$ cat src/hw/rtl/spnh_pkg.sv
// shared types and constants of the shortest path next hop unit
package spnh_pkg;

	localparam int NODE_BITS     = 6;
	localparam int DIST_BITS     = 23;
	localparam int OUT_DIST_BITS = 22;
	localparam int IN_WEIGHT_BITS = 16;
	localparam int LINK_AW       = 12;
	localparam int LINK_DEPTH    = 4096;
	localparam int CFG_IDX_BITS  = 2;
	localparam int CFG_DATA_BITS = 7;

	localparam logic [DIST_BITS-1:0] DIST_INF = 23'h400000;
	localparam logic [DIST_BITS-1:0] DIST_MAX = 23'h3FFFFF;

	localparam logic [CFG_IDX_BITS-1:0] REG_NODE_COUNT     = 2'd0;
	localparam logic [CFG_IDX_BITS-1:0] REG_SOURCE_NODE    = 2'd1;
	localparam logic [CFG_IDX_BITS-1:0] REG_SOURCE_PRESENT = 2'd2;

	// datapath operations, one per cycle
	typedef enum logic [3:0] {
		OP_CLEAR, OP_ACCEPT, OP_INIT, OP_IRD, OP_ILD, OP_JRD, OP_JCMP, OP_IWB,
		OP_CHECK, OP_RRD, OP_RUP, OP_ORD, OP_OLD, OP_CEVAL, OP_CLD, OP_EMIT
	} dp_op_t;

	// controller states
	typedef enum logic [3:0] {
		ST_CLEAR, ST_ACCEPT, ST_INIT, ST_IRD, ST_ILD, ST_JRD, ST_JCMP, ST_IWB,
		ST_CHECK, ST_RRD, ST_RUP, ST_ORD, ST_OLD, ST_CEVAL, ST_CLD, ST_EMIT
	} st_t;

	typedef struct packed {
		dp_op_t op;
	} cmd_t;

	typedef struct packed {
		logic item_last;
		logic clear_last;
		logic init_last;
		logic run_ok;
		logic j_end;
		logic j_last;
		logic i_last;
		logic u_inf;
		logic v_last;
		logic head_last;
		logic chain_go;
		logic step_go;
		logic out_free;
		logic k_last;
	} stat_t;

endpackage

$ cat src/hw/rtl/spnh_ctrl.sv
// sequencing state machine of the shortest path next hop unit
module spnh_ctrl (
	input  logic            clk,
	input  logic            arst_n,
	input  spnh_pkg::stat_t stat,
	output spnh_pkg::cmd_t  cmd
);

	spnh_pkg::st_t state_q, state_d;

	// state register
	always_ff @(posedge clk or negedge arst_n) begin
		if (!arst_n) begin
			state_q <= spnh_pkg::ST_CLEAR;
		end else begin
			state_q <= state_d;
		end
	end

	// next state and command
	always_comb begin
		state_d = state_q;
		cmd.op  = spnh_pkg::OP_CLEAR;
		unique case (state_q)
			spnh_pkg::ST_CLEAR: begin
				cmd.op = spnh_pkg::OP_CLEAR;
				if (stat.clear_last) state_d = spnh_pkg::ST_ACCEPT;
			end
			spnh_pkg::ST_ACCEPT: begin
				cmd.op = spnh_pkg::OP_ACCEPT;
				if (stat.item_last) state_d = spnh_pkg::ST_INIT;
			end
			spnh_pkg::ST_INIT: begin
				cmd.op = spnh_pkg::OP_INIT;
				if (stat.init_last) begin
					state_d = stat.run_ok ? spnh_pkg::ST_IRD : spnh_pkg::ST_ORD;
				end
			end
			spnh_pkg::ST_IRD: begin
				cmd.op  = spnh_pkg::OP_IRD;
				state_d = spnh_pkg::ST_ILD;
			end
			spnh_pkg::ST_ILD: begin
				cmd.op  = spnh_pkg::OP_ILD;
				state_d = stat.j_end ? spnh_pkg::ST_IWB : spnh_pkg::ST_JRD;
			end
			spnh_pkg::ST_JRD: begin
				cmd.op  = spnh_pkg::OP_JRD;
				state_d = spnh_pkg::ST_JCMP;
			end
			spnh_pkg::ST_JCMP: begin
				cmd.op  = spnh_pkg::OP_JCMP;
				state_d = stat.j_last ? spnh_pkg::ST_IWB : spnh_pkg::ST_JRD;
			end
			spnh_pkg::ST_IWB: begin
				cmd.op  = spnh_pkg::OP_IWB;
				state_d = stat.i_last ? spnh_pkg::ST_CHECK : spnh_pkg::ST_IRD;
			end
			spnh_pkg::ST_CHECK: begin
				cmd.op  = spnh_pkg::OP_CHECK;
				state_d = stat.u_inf ? spnh_pkg::ST_ORD : spnh_pkg::ST_RRD;
			end
			spnh_pkg::ST_RRD: begin
				cmd.op  = spnh_pkg::OP_RRD;
				state_d = spnh_pkg::ST_RUP;
			end
			spnh_pkg::ST_RUP: begin
				cmd.op = spnh_pkg::OP_RUP;
				if (stat.v_last) begin
					state_d = stat.head_last ? spnh_pkg::ST_ORD : spnh_pkg::ST_IRD;
				end else begin
					state_d = spnh_pkg::ST_RRD;
				end
			end
			spnh_pkg::ST_ORD: begin
				cmd.op  = spnh_pkg::OP_ORD;
				state_d = spnh_pkg::ST_OLD;
			end
			spnh_pkg::ST_OLD: begin
				cmd.op  = spnh_pkg::OP_OLD;
				state_d = stat.chain_go ? spnh_pkg::ST_CEVAL : spnh_pkg::ST_EMIT;
			end
			spnh_pkg::ST_CEVAL: begin
				cmd.op  = spnh_pkg::OP_CEVAL;
				state_d = stat.step_go ? spnh_pkg::ST_CLD : spnh_pkg::ST_EMIT;
			end
			spnh_pkg::ST_CLD: begin
				cmd.op  = spnh_pkg::OP_CLD;
				state_d = spnh_pkg::ST_CEVAL;
			end
			spnh_pkg::ST_EMIT: begin
				cmd.op = spnh_pkg::OP_EMIT;
				if (stat.out_free) begin
					state_d = stat.k_last ? spnh_pkg::ST_CLEAR : spnh_pkg::ST_ORD;
				end
			end
			default: begin
				state_d = spnh_pkg::ST_CLEAR;
			end
		endcase
	end

endmodule

$ cat config.mk
export PLATFORM = sky130hd
export DESIGN_NAME = spnh_ctrl
export DESIGN_NICKNAME = d
export VERILOG_FILES = /design/src/hw/rtl/spnh_pkg.sv /design/src/hw/rtl/spnh_ctrl.sv
export SDC_FILE = /design/constraint.sdc
export NUM_CORES = 1
export LEC_CHECK = 0
export ABC_AREA = 1
export BUFFER_PORTS_ARGS = -buffer_cell sky130_fd_sc_hd__clkbuf_2
export CAP_MARGIN = 25
export CORE_UTILIZATION = 31
export CTS_CLUSTER_SIZE = 14
export DETAILED_ROUTE_END_ITERATION = 6
export HOLD_SLACK_MARGIN = 0.03
export SLEW_MARGIN = 20
export SYNTH_ARGS = -nofsm -noshare
export SYNTH_HDL_FRONTEND = slang
export SYNTH_SLANG_ARGS = --single-unit
$ cat constraint.sdc
create_clock -name clk -period 1.72 [get_ports clk]
set_clock_uncertainty 0.1 [all_clocks]
set_input_delay 0.344 -clock clk [delete_from_list [all_inputs] [get_ports clk]]
set_output_delay 0.344 -clock clk [all_outputs]
set_load 0.02 [all_outputs]
[After elaboration in Yosys (flattened, before gate mapping)]
Cells that the tools add are included.
Operators by class
  reductions and logical operators: 2
  multiplexer cells: 16
  equal/unequal tests: 19
Operator list (number)
  4-bit one-hot mux with 16 select lines: 2
  4-bit two-way mux: 9
  4-bit equality test, second input constant: 8
  4-bit by 3-bit equality test with 1-bit output, second input constant: 4
  4-bit by 2-bit equality test with 1-bit output, second input constant: 2
  2-bit two-way mux: 4
  2-bit != test, second input constant: 4
  4-bit by 1-bit equality test with 1-bit output, second input constant: 1
  4-bit logical NOT: 1
  4-bit AND reduction: 1
  1-bit two-way mux: 1
Storage, ports and cells
  flip-flop bits (word level): 4
  logic and storage cells: 38

[Depth between registers and ports, before layout]
Gate-level depths: netlist (run 1).
  depth in word-level cells: 3
  depth in mapped cells: 10

[Worst setup path after synthesis (run 1)]
No wires, ideal clock.
  path kind: reg2reg
  from: reg state_q[0]
  to: reg state_q[0]
  buffers on the path: 1
  data required time: 1497 ps
  arrival time: 1031 ps
  clock period less this slack: 1254 ps
  slack: 466 ps
  cell stages (with the launch flop): 8
  cells stage by stage: dfrtp_1 -> buf_4 -> nand2_4 -> clkinv_2 -> nand4_1 -> nand2_2 -> o21ai_0 -> nand2_1
On the way
  cells in the longest elaborated chain, start to end: 3
Ends and longest elaborated chain
  start, declared: line spnh_ctrl.sv:9  | spnh_pkg::st_t state_q, state_d;
  start signal, assigned: line spnh_ctrl.sv:14  | state_q <= spnh_pkg::ST_CLEAR;
  start signal, assigned: line spnh_ctrl.sv:16  | state_q <= state_d;
  4-bit by 1-bit equality test with 1-bit output (tied with other cells): line spnh_ctrl.sv:24  | unique case (state_q)
  2-bit != test (no line)
  4-bit AND reduction (no line)
Several ways; a longest one is shown, not always the timed one.
A chain may end at the register's enable or synchronous reset.

==> results of run 1 <==
what timing repair did:
item                      4_1_cts  5_1_grt
hold endpoints to repair        4        0
buffers inserted                0        0
resized for setup               0        0
hold buffers                    1        0
area by class of cell:
class / count / area [sq um] / share of cell area
multi-input combinational: 54 / 281.5 / 0.4808
sequential: 4 / 100.1 / 0.1709
inverter: 15 / 57.56 / 0.09829
clock buffer: 3 / 22.52 / 0.03846
timing repair buffer: 20 / 105.1 / 0.1795
tap: 15 / 18.77 / 0.03205
per-stage QoR:
stage | std cells | hold slack [ns] | cell area [sq um] | total power (uW)
6_report | 111 | 0.3558 | 585.6 | 959.2
3_3_place_gp | 107 | 0.05271 | 553.0 | 838.9
5_1_grt | 111 | 0.3546 | 585.6 | 1066
4_1_cts | 111 | 0.3581 | 585.6 | 963.7
3_5_place_dp | 107 | 0.06061 | 553.0 | 841.3
2_1_floorplan | 78 | -0.05159 | 461.7 | 725.0
routing by layer:
metal  share of wire  wire length (um)  GRT usage  up-vias
met4               0                 0          0        0
li1                -                 -          -      282
met1            0.50               570     0.2060      238
met3           0.045                51    0.05000        0
met2            0.45               516     0.2857       16
met5               0                 0          0        -
power by group through the flow:
stage / Combinational [uW] / Sequential, uW / Clock (uW)
after CTS: 590 / 255 / 119
after floorplan: 519 / 206 / 0
final: 590 / 254 / 115
after global placement: 583 / 256 / 0
after detailed placement: 585 / 257 / 0
after global routing: 674 / 263 / 129
synth_stat cells:
master     instances  area share
o21ai_0            2       0.022
nand2_4            1       0.024
nor2_1             4       0.033
a21oi_1            3       0.033
nand3_2            1       0.022
nand2_2            5       0.068
nand4_1            3       0.041
a31oi_1            1       0.014
clkbuf_1           4       0.033
nand3_1            6       0.065
nor2_2             4       0.054
o2111ai_1          1       0.019
inv_1             10       0.081
clkinv_2           1       0.011
nand3b_1           1       0.016
dfrtp_1            4        0.22
o21ai_1            3       0.033
nand2_1           18        0.15
nor3_2             1       0.022
buf_4              1       0.016
inv_2              4       0.033
placed cells by master, fill, tap and decap left out, drive strengths merged:
master,instances
dlygate4sd3,1
inv,14
o2111ai,1
nor3,1
dfrtp,4
a31oi,1
a21oi,3
nand3,7
o21ai,5
nand2,24
nand4,3
clkinv,1
clkbuf,22
nand3b,1
nor2,8
worst max-delay path by stage:
stage	to	slack, ns
after floorplan	state_q[0]	0.47
after global placement	state_q[0]	0.31
after detailed placement	state_q[0]	0.32
after CTS	cmd[0]	0.26
after global routing	state_q[0]	0.15
final	cmd[0]	0.27
logic make-up (layout without fill, tap and decap cells):
kind of cell / Yosys count / in the layout / share of synthesized area
and+or+nand+nor: 44 / 44 / 0.4905
buffers and inverters: 20 / 38 / 0.1734
AOI/OAI and AO/OA: 10 / 10 / 0.1192
DFF: 4 / 4 / 0.2168
==> results by group, run 1 <==
Yosys
  – Synth cell types: 21
  – Gate Count Post-Synth: 78
  – Seq cells post-synth: 4
  – Mapped Area: between 400 and 500 sq um
  – Sequential area share after synthesis: 0.2168
  – Synth warn: 0
  – Syn_area_per_cell: 5.919 sq um
  – Syn_nets: 94

GRT
  – Gr usage total: 0.1631
  – Grt ovf: 0
  – Pin count of the biggest net entering global routing: 10
  – Global-route wire length before repair: around 1800 um
  – Initial antenna violation count: 0
  – Vias in the first global route: roughly 450

Cells and area
  – Top reg by flops: state_q
  – Fraction of layout cells with a size suffix above 1: 0.4063
  – Biggest regs: state_q (4)
  – Final core occ: 0.4337
  – Fin nets: 114
  – Fillers: ~160
  – Largest register FFs: 4
  – Antenna Diode Count: 0
  – Area growth, synth to finish: 26.83%

Worst setup path
  – Slowest CP cell: dfrtp_1
  – Worst Path Buf+Inv: 1
  – Slowest Stage Delay on Critical Path: 0.54 ns
  – Reg2Reg Depth: 6
  – CP max FO: 9
  – WS Path Type: reg2out
  – Flop-to-flop setup slack: approximately 0.31 ns
  – Setup crit start kind: flop
  – Crit path DAT: 1.00 ns
  – Critical path origin: state_q[0]
  – Crit path capture type: output port
  – Critical Path, Cell by Cell: clkbuf_2
  – Worst path top cell family by delay: flip-flops
  – Worst R2R End: state_q[0]
  – Critical path depth: 1
  – Reg2reg start: state_q[0]
  – Worst Path Required: ~1.3 ns

CTS
  – H-tree depth: 1
  – CTS tree: yes
  – Root buf cell: clkbuf_4
  – CTS sink cnt: 4
  – Clock-pin transition on the worst setup and hold timing paths: around 0.040 ns
  – CTS buffer count: 3
  – Clk Latency, worst-skew pair: about 0.23 ns
  – Maximum clock insertion buffer count: 2

Place
  – Pre-CTS WS: ~0.32 ns
  – Detailed placement HPWL: ~940 um
  – RePlAce Congestion: between 0.8 and 0.9
  – IO buf count: 19

Routing
  – Via total after detailed routing: between 500 and 600
  – Post-route ant nets: 0
  – Via density: 4.829
  – Drt first pass iters: 4
  – DR WL/cell: approximately 10 um
  – Drt first-iter violations: 14
  – Final wirelength: ~1100 um
  – DRC errors left: 0

Timing
  – Slew @ Worst Pin: roughly 0.35 ns
  – Fmax achieved: just under 700 MHz
  – Crit share post-route: 0.8412
  – RSZ-0062 raised after global routing: false
  – Hold Fails Final Rpt: 0
  – Min Tclk post-route: 1.447 ns
  – Post-route setup TNS: 0 ns
  – Final worst setup slack: between 0.2 and 0.3 ns
  – Slew HR: 0.7677
  – Setup-failing EPs final: 0
  – Slew Limit Fails: 0

Die
  – Core ar.: ~1400 sq um
  – Initial Util: 0.3420
  – # IOs: 20
  – Die width: between 40 and 50 um
  – Die height: 40.59 um
  – Area of the die: approximately 1600 sq um
  – # rows: 13

Pwr
  – Net Sw Power: 530.4 uW
  – Peak supply drop: approximately 0.6 mV
  – Lkg Pwr: roughly 0.00035 uW
  – Comb pwr share: 0.615
  – Sequential cell fraction of total power: 0.265
  – Cell internal pwr: around 430 uW
  – Sw Share: 0.5529
  – PD cells: about 1600 nW/um^2
  – Clock power frac: 0.120

Flow run
  – Max cap viols: 0

Outcome
  – Status: completed

Min path
  – HP Class: in2async
(Power assumes the default switching activity.)
==> run 2, diff against run 1 <==
--- a/config.mk
+++ b/config.mk
@@ -5,7 +5,7 @@
 export SDC_FILE = /design/constraint.sdc
 export NUM_CORES = 1
 export LEC_CHECK = 0
-export ABC_AREA = 1
+export ABC_AREA = 0
 export BUFFER_PORTS_ARGS = -buffer_cell sky130_fd_sc_hd__clkbuf_2
 export CAP_MARGIN = 25
 export CORE_UTILIZATION = 31
==> constraint.sdc (replaced) <==
create_clock -name clk -period 1.5 [get_ports clk]
set_clock_uncertainty 0.1 [all_clocks]
set_input_delay 0.3 -clock clk [delete_from_list [all_inputs] [get_ports clk]]
set_output_delay 0.3 -clock clk [all_outputs]
set_load 0.02 [all_outputs]
==> results by group, run 2 <==
Outcome
  – Status: completed

Yosys
  – Gate Count Post-Synth: 52
  – Mapped Area: about 420 sq um
  – Cell taking the most area after synthesis: dfrtp_1
  – Async S/R FF share, synth: 1.000
  – Syn_area_per_cell: about 8.0 sq um
  – Post-synth top flop: dfrtp_1
  – Commonest cells post-synth: a21oi_1, dfrtp_1, inv_1, nand2_1, clkbuf_1
  – Synth cell types: 33
  – Synth warn: 0
  – Top cells by area, synth: dfrtp_1, a21oi_1, a2111oi_2, buf_4, inv_1
  – Area share of the largest cell type after synthesis: 0.2402
  – Syn_nets: a little under 70
  – Seq cells post-synth: 4
  – Sequential area share after synthesis: 0.2402
  – Post-synth EDFFs: 0

Timing
  – Slew @ Worst Pin: around 0.42 ns
  – Crit share post-route: 0.9673
  – Min Tclk post-route: around 1.5 ns
  – Fmax achieved: around 690 MHz
  – Post-route setup TNS: 0 ns
  – Setup-failing EPs final: 0
  – Slew Limit Fails: 0
  – Hold Fails Final Rpt: 0
  – RSZ-0062 raised after global routing: false
  – Slew HR: 0.7223

Place
  – DP Cell Count: 83
  – RePlAce Congestion: ~0.80
  – Detailed placement HPWL: between 800 and 900 um
  – IO buf count: 19
  – Dpl cell area: slightly above 500 sq um

GRT
  – Initial antenna violation count: 0
  – Gr usage total: 0.1587
  – Vias in the first global route: 416
  – Pin count of the biggest net entering global routing: 12
  – Global-route wire length before repair: 1628 um
  – Grt ovf: 0

CTS
  – CTS sink cnt: 4
  – CTS tree: yes
  – CTS buffer count: 3
  – H-tree depth: 1
  – Maximum clock insertion buffer count: 2
  – Clock-pin transition on the worst setup and hold timing paths: 0.04 ns
  – Root buf cell: clkbuf_4
  – Clk Latency, worst-skew pair: around 0.24 ns

Cells and area
  – Final instance area: 559.3 sq um
  – Biggest regs: state_q (4)
  – Finished Layout Cells: 87
  – Most frequent cells in the layout: clkbuf_2, buf_4, nand2_1, inv_1, a21oi_1
  – Top reg by flops: state_q
  – Largest register FFs: 4
  – Final core occ: 0.4776
  – Area growth, synth to finish: 34.23%
  – Fraction of layout cells with a size suffix above 1: 0.4795
  – Fin nets: 91
  – Antenna Diode Count: 0
  – Leading cell type in the layout, fill and taps excluded: clkbuf_2

Routing
  – Drt first-iter violations: 7
  – Post-route ant nets: 0
  – DR WL/cell: 11.85 um
  – Drt first pass iters: 4
  – Final wirelength: 1031 um
  – Via density: a little over 5
  – DRC errors left: 0
  – Via total after detailed routing: approximately 450

Die
  – Core ar.: 1171 sq um
  – Area of the die: around 1500 sq um
  – Initial Util: 0.3558
  – Die width: 38.66 um
  – # IOs: 20
  – # rows: 12
  – Die height: between 30 and 40 um

Worst setup path
  – Critical path origin: state_q[3]
  – Critical Path, Cell by Cell: buf_4 -> clkbuf_2
  – Setup crit start kind: flop
  – Slowest CP cell: dfrtp_2
  – Crit path capture type: output port
  – Slowest Stage Delay on Critical Path: 0.46 ns
  – WS Path Type: reg2out
  – CP max FO: 11
  – Crit path DAT: around 1.1 ns
  – Reg2reg start: state_q[2]
  – Worst Path Required: roughly 1.1 ns

Flow run
  – Max cap viols: 0

Pwr
  – Lkg Pwr: 0.0002790 uW
  – Peak supply drop: between 0.9 and 1 mV
  – Total power: about 1100 uW
  – PD cells: 1956 nW/um^2

Min path
  – HP Class: in2async
-- run 2: changes by cell type in the layout (fill, tap and decap cells not counted), moves of 5 or more --
cell     before  now
nand2_1      18    4
nand2_2       5    0
inv_1        10    4
buf_4         0    7
-- run 2: critical path, delay by kind of cell, from the launching register on --
family	cells	cell delay [ns]
flip-flops	1	0.46
buffers and inverters	2	0.35
-- run 2: what timing repair did --
item	in CTS	in global routing
setup buffers	0	0
endpoints found under the setup margin	1	2
resized for setup	1	3
endpoints found under the hold margin	4	0
hold buffers	1	0
-- run 2: final cells by class --
class	instances	area [sq um]
multi-input cells	35	244.0
flip-flops and latches	4	102.6
repair buffers	27	157.7
inverters	4	15.01
well taps	14	17.52
clock buffers	3	22.52
fillers	116	611.8
-- run 2: cells by family after synthesis --
logic type | share of synthesized area
buf+inv | 0.1952
flops | 0.2402
mux | 0.02402
simple gates | 0.2943
compound gates | 0.2463
-- run 2: where the power goes --
part,total (uW),switching (uW),internal (uW)
sequential,261,90.5,171
clock,136,46.3,89.7
combinational,697,370,327
-- run 2: metal layers --
layer | global-route usage | share of wire | wire (um) | vias up
li1 | - | - | - | 230
met4 | 0.05172 | 0.0039 | 4 | 0
met3 | 0.03468 | 0.065 | 67 | 2
met5 | 0 | 0 | 0 | -
met2 | 0.2500 | 0.46 | 470 | 22
met1 | 0.2120 | 0.48 | 490 | 195
-- run 2: metrics by stage --
stage | setup slack (ns) | hold WS, ns
global route | 0.01882 | 0.3330
CTS | 0.04982 | 0.3160
detailed placement | 0.05972 | 0.01367
finish | 0.04912 | 0.3094
floorplan | 0.07083 | -0.09559
global placement | 0.05516 | 0.008052
-- run 2: path summary, 6_finish.rpt --
path	endpoint	slack (ns)	cells past startpoint
worst max register to register	state_q[0]	0.05	5
min in group clk	state_q[3]	0.33	4
worst min-delay path	state_q[3]	0.31	2
worst max-delay path	cmd[3]	0.05	2
worst min register to register	state_q[2]	0.50	2
max in group asynchronous	state_q[0]	0.85	2
==> run 3, diff against run 2 <==
--- a/config.mk
+++ b/config.mk
@@ -9,6 +9,7 @@
 export BUFFER_PORTS_ARGS = -buffer_cell sky130_fd_sc_hd__clkbuf_2
 export CAP_MARGIN = 25
 export CORE_UTILIZATION = 31
+export CTS_BUF_LIST = sky130_fd_sc_hd__clkbuf_8
 export CTS_CLUSTER_SIZE = 14
 export DETAILED_ROUTE_END_ITERATION = 6
 export HOLD_SLACK_MARGIN = 0.03
==> results by group, run 3 (same netlist as run 2, synthesis figures left out) <==
Cells and area
  – Fraction of layout cells with a size suffix above 1: 0.4795
  – Most frequent cells in the layout: clkbuf_2, buf_4, nand2_1, inv_1, a21oi_1
  – Top reg by flops: state_q
  – Finished Layout Cells: just under 90
  – Largest register FFs: 4
  – Final core occ: 0.4936
  – Biggest regs: state_q (4)
  – Area growth, synth to finish: 38.74%
  – Leading cell type in the layout, fill and taps excluded: clkbuf_2
  – Antenna Diode Count: 0
  – Fin nets: a little over 90

Routing
  – Via density: approximately 5.2
  – DRC errors left: 0
  – Final wirelength: 1043 um
  – Post-route ant nets: 0
  – Drt first pass iters: 4
  – DR WL/cell: between 10 and 15 um
  – Via total after detailed routing: between 400 and 500
  – Drt first-iter violations: 12

Worst setup path
  – CP max FO: 11
  – WS Path Type: reg2out
  – Critical Path, Cell by Cell: buf_4 -> clkbuf_2
  – Worst Path Required: approximately 1.1 ns
  – Slowest Stage Delay on Critical Path: around 0.47 ns
  – Reg2reg start: state_q[2]
  – Critical path origin: state_q[3]
  – Slowest CP cell: dfrtp_2
  – Worst R2R End: state_q[0]
  – Crit path DAT: 1.03 ns
  – Crit path capture type: output port
  – End of the critical path: cmd[3]
  – Reg2Reg Depth: 5
  – Flop-to-flop setup slack: ~0.09 ns
  – Setup crit start kind: flop

Pwr
  – Peak supply drop: about 1.0 mV
  – Total power: between 1000 and 1500 uW
  – PD cells: 2050 nW/um^2
  – Lkg Pwr: roughly 0.00029 uW

Die
  – Area of the die: about 1500 sq um
  – Core ar.: between 1000 and 1500 sq um
  – Die height: roughly 39 um
  – # IOs: 20
  – Die width: between 30 and 40 um
  – # rows: 12
  – Initial Util: 0.3558

Timing
  – Post-route setup TNS: 0 ns
  – Crit share post-route: 0.9502
  – Slew Limit Fails: 0
  – Setup-failing EPs final: 0
  – Slew HR: 0.7166
  – Slew @ Worst Pin: approximately 0.42 ns
  – Hold Fails Final Rpt: 0
  – RSZ-0062 raised after global routing: false
  – Fmax achieved: between 700 and 800 MHz
  – Min Tclk post-route: ~1.4 ns

CTS
  – H-tree depth: 1
  – Clk Latency, worst-skew pair: about 0.22 ns
  – Post-CTS setup buffer count: 0
  – Clock-pin transition on the worst setup and hold timing paths: roughly 0.03 ns
  – CTS tree: yes
  – Maximum clock insertion buffer count: 2
  – CTS buffer count: 3
  – CTS sink cnt: 4
  – Root buf cell: clkbuf_8

GRT
  – Pin count of the biggest net entering global routing: 12
  – Initial antenna violation count: 0
  – Grt ovf: 0
  – Global-route wire length before repair: 1662 um
  – Gr usage total: 0.1683
  – Vias in the first global route: about 420

Place
  – Detailed placement HPWL: about 840 um
  – IO buf count: 19
  – DP Cell Count: 83
  – RePlAce Congestion: between 0.8 and 0.9

Min path
  – HP Class: in2async

Outcome
  – Status: completed

Flow run
  – Max cap viols: 0
[run 3: cell counts in the layout (fill, tap and decap cells not counted)]
No cell type changed its count.
[run 3: stage by stage]
| step | setup slack, ns | hold WS, ns | area, sq um |
|---|---|---|---|
| 2_1_floorplan | 0.07083 | -0.09559 | 416.7 |
| 3_3_place_gp | 0.05516 | 0.008052 | 515.5 |
| 3_5_place_dp | 0.05972 | 0.01367 | 515.5 |
| 4_1_cts | 0.05058 | 0.3266 | 568.0 |
| 5_1_grt | 0.01927 | 0.3469 | 578.1 |
| 6_report | 0.07473 | 0.3278 | 578.1 |
[run 3: layer usage]
metal,GRT usage,part of all wire
met1,0.2120,0.45
met2,0.2583,0.46
met3,0.03468,0.072
met4,0.1034,0.013
met5,0,0
[run 3: worst min-delay path by stage]
| stage | from | to | slack, ns | depth (start not counted) |
|---|---|---|---|---|
| 2_1_floorplan | arst_n | state_q[0] | -0.1 | 0 |
| 3_5_place_dp | arst_n | state_q[1] | 0.01 | 1 |
| 4_1_cts | arst_n | state_q[0] | 0.33 | 2 |
| 3_3_place_gp | arst_n | state_q[1] | 0.008 | 1 |
| 6_report | arst_n | state_q[3] | 0.33 | 2 |
| 5_1_grt | arst_n | state_q[3] | 0.35 | 2 |
[run 3: timing repair]
| action | in CTS | in global routing |
|---|---|---|
| gates resized for setup | 1 | 3 |
| hold buffers | 1 | 0 |
| pin swaps | 0 | 0 |
| endpoints found under the setup margin | 1 | 2 |
| endpoints found under the hold margin | 4 | 0 |
[run 3: report_power, final]
part / switching, uW / leakage [uW] / internal, uW / total (uW)
logic: 368 / 0.000223 / 327 / 695
registers: 88.3 / 0.0000426 / 171 / 259
clock network: 59.5 / 0.0000216 / 171 / 231
[run 3: area by class of cell]
type | count | area (sq um)
multi-input cells | 35 | 244.0
well taps | 14 | 17.52
inverters | 4 | 15.01
flip-flops and latches | 4 | 102.6
repair buffers | 27 | 157.7
clock buffers | 3 | 41.29
fillers | 115 | 593.1
[run 3: critical path: cells and delay by family (launching register included)]
family                 cells  cell delay, ns
buffers and inverters      2            0.33
flip-flops                 1            0.47
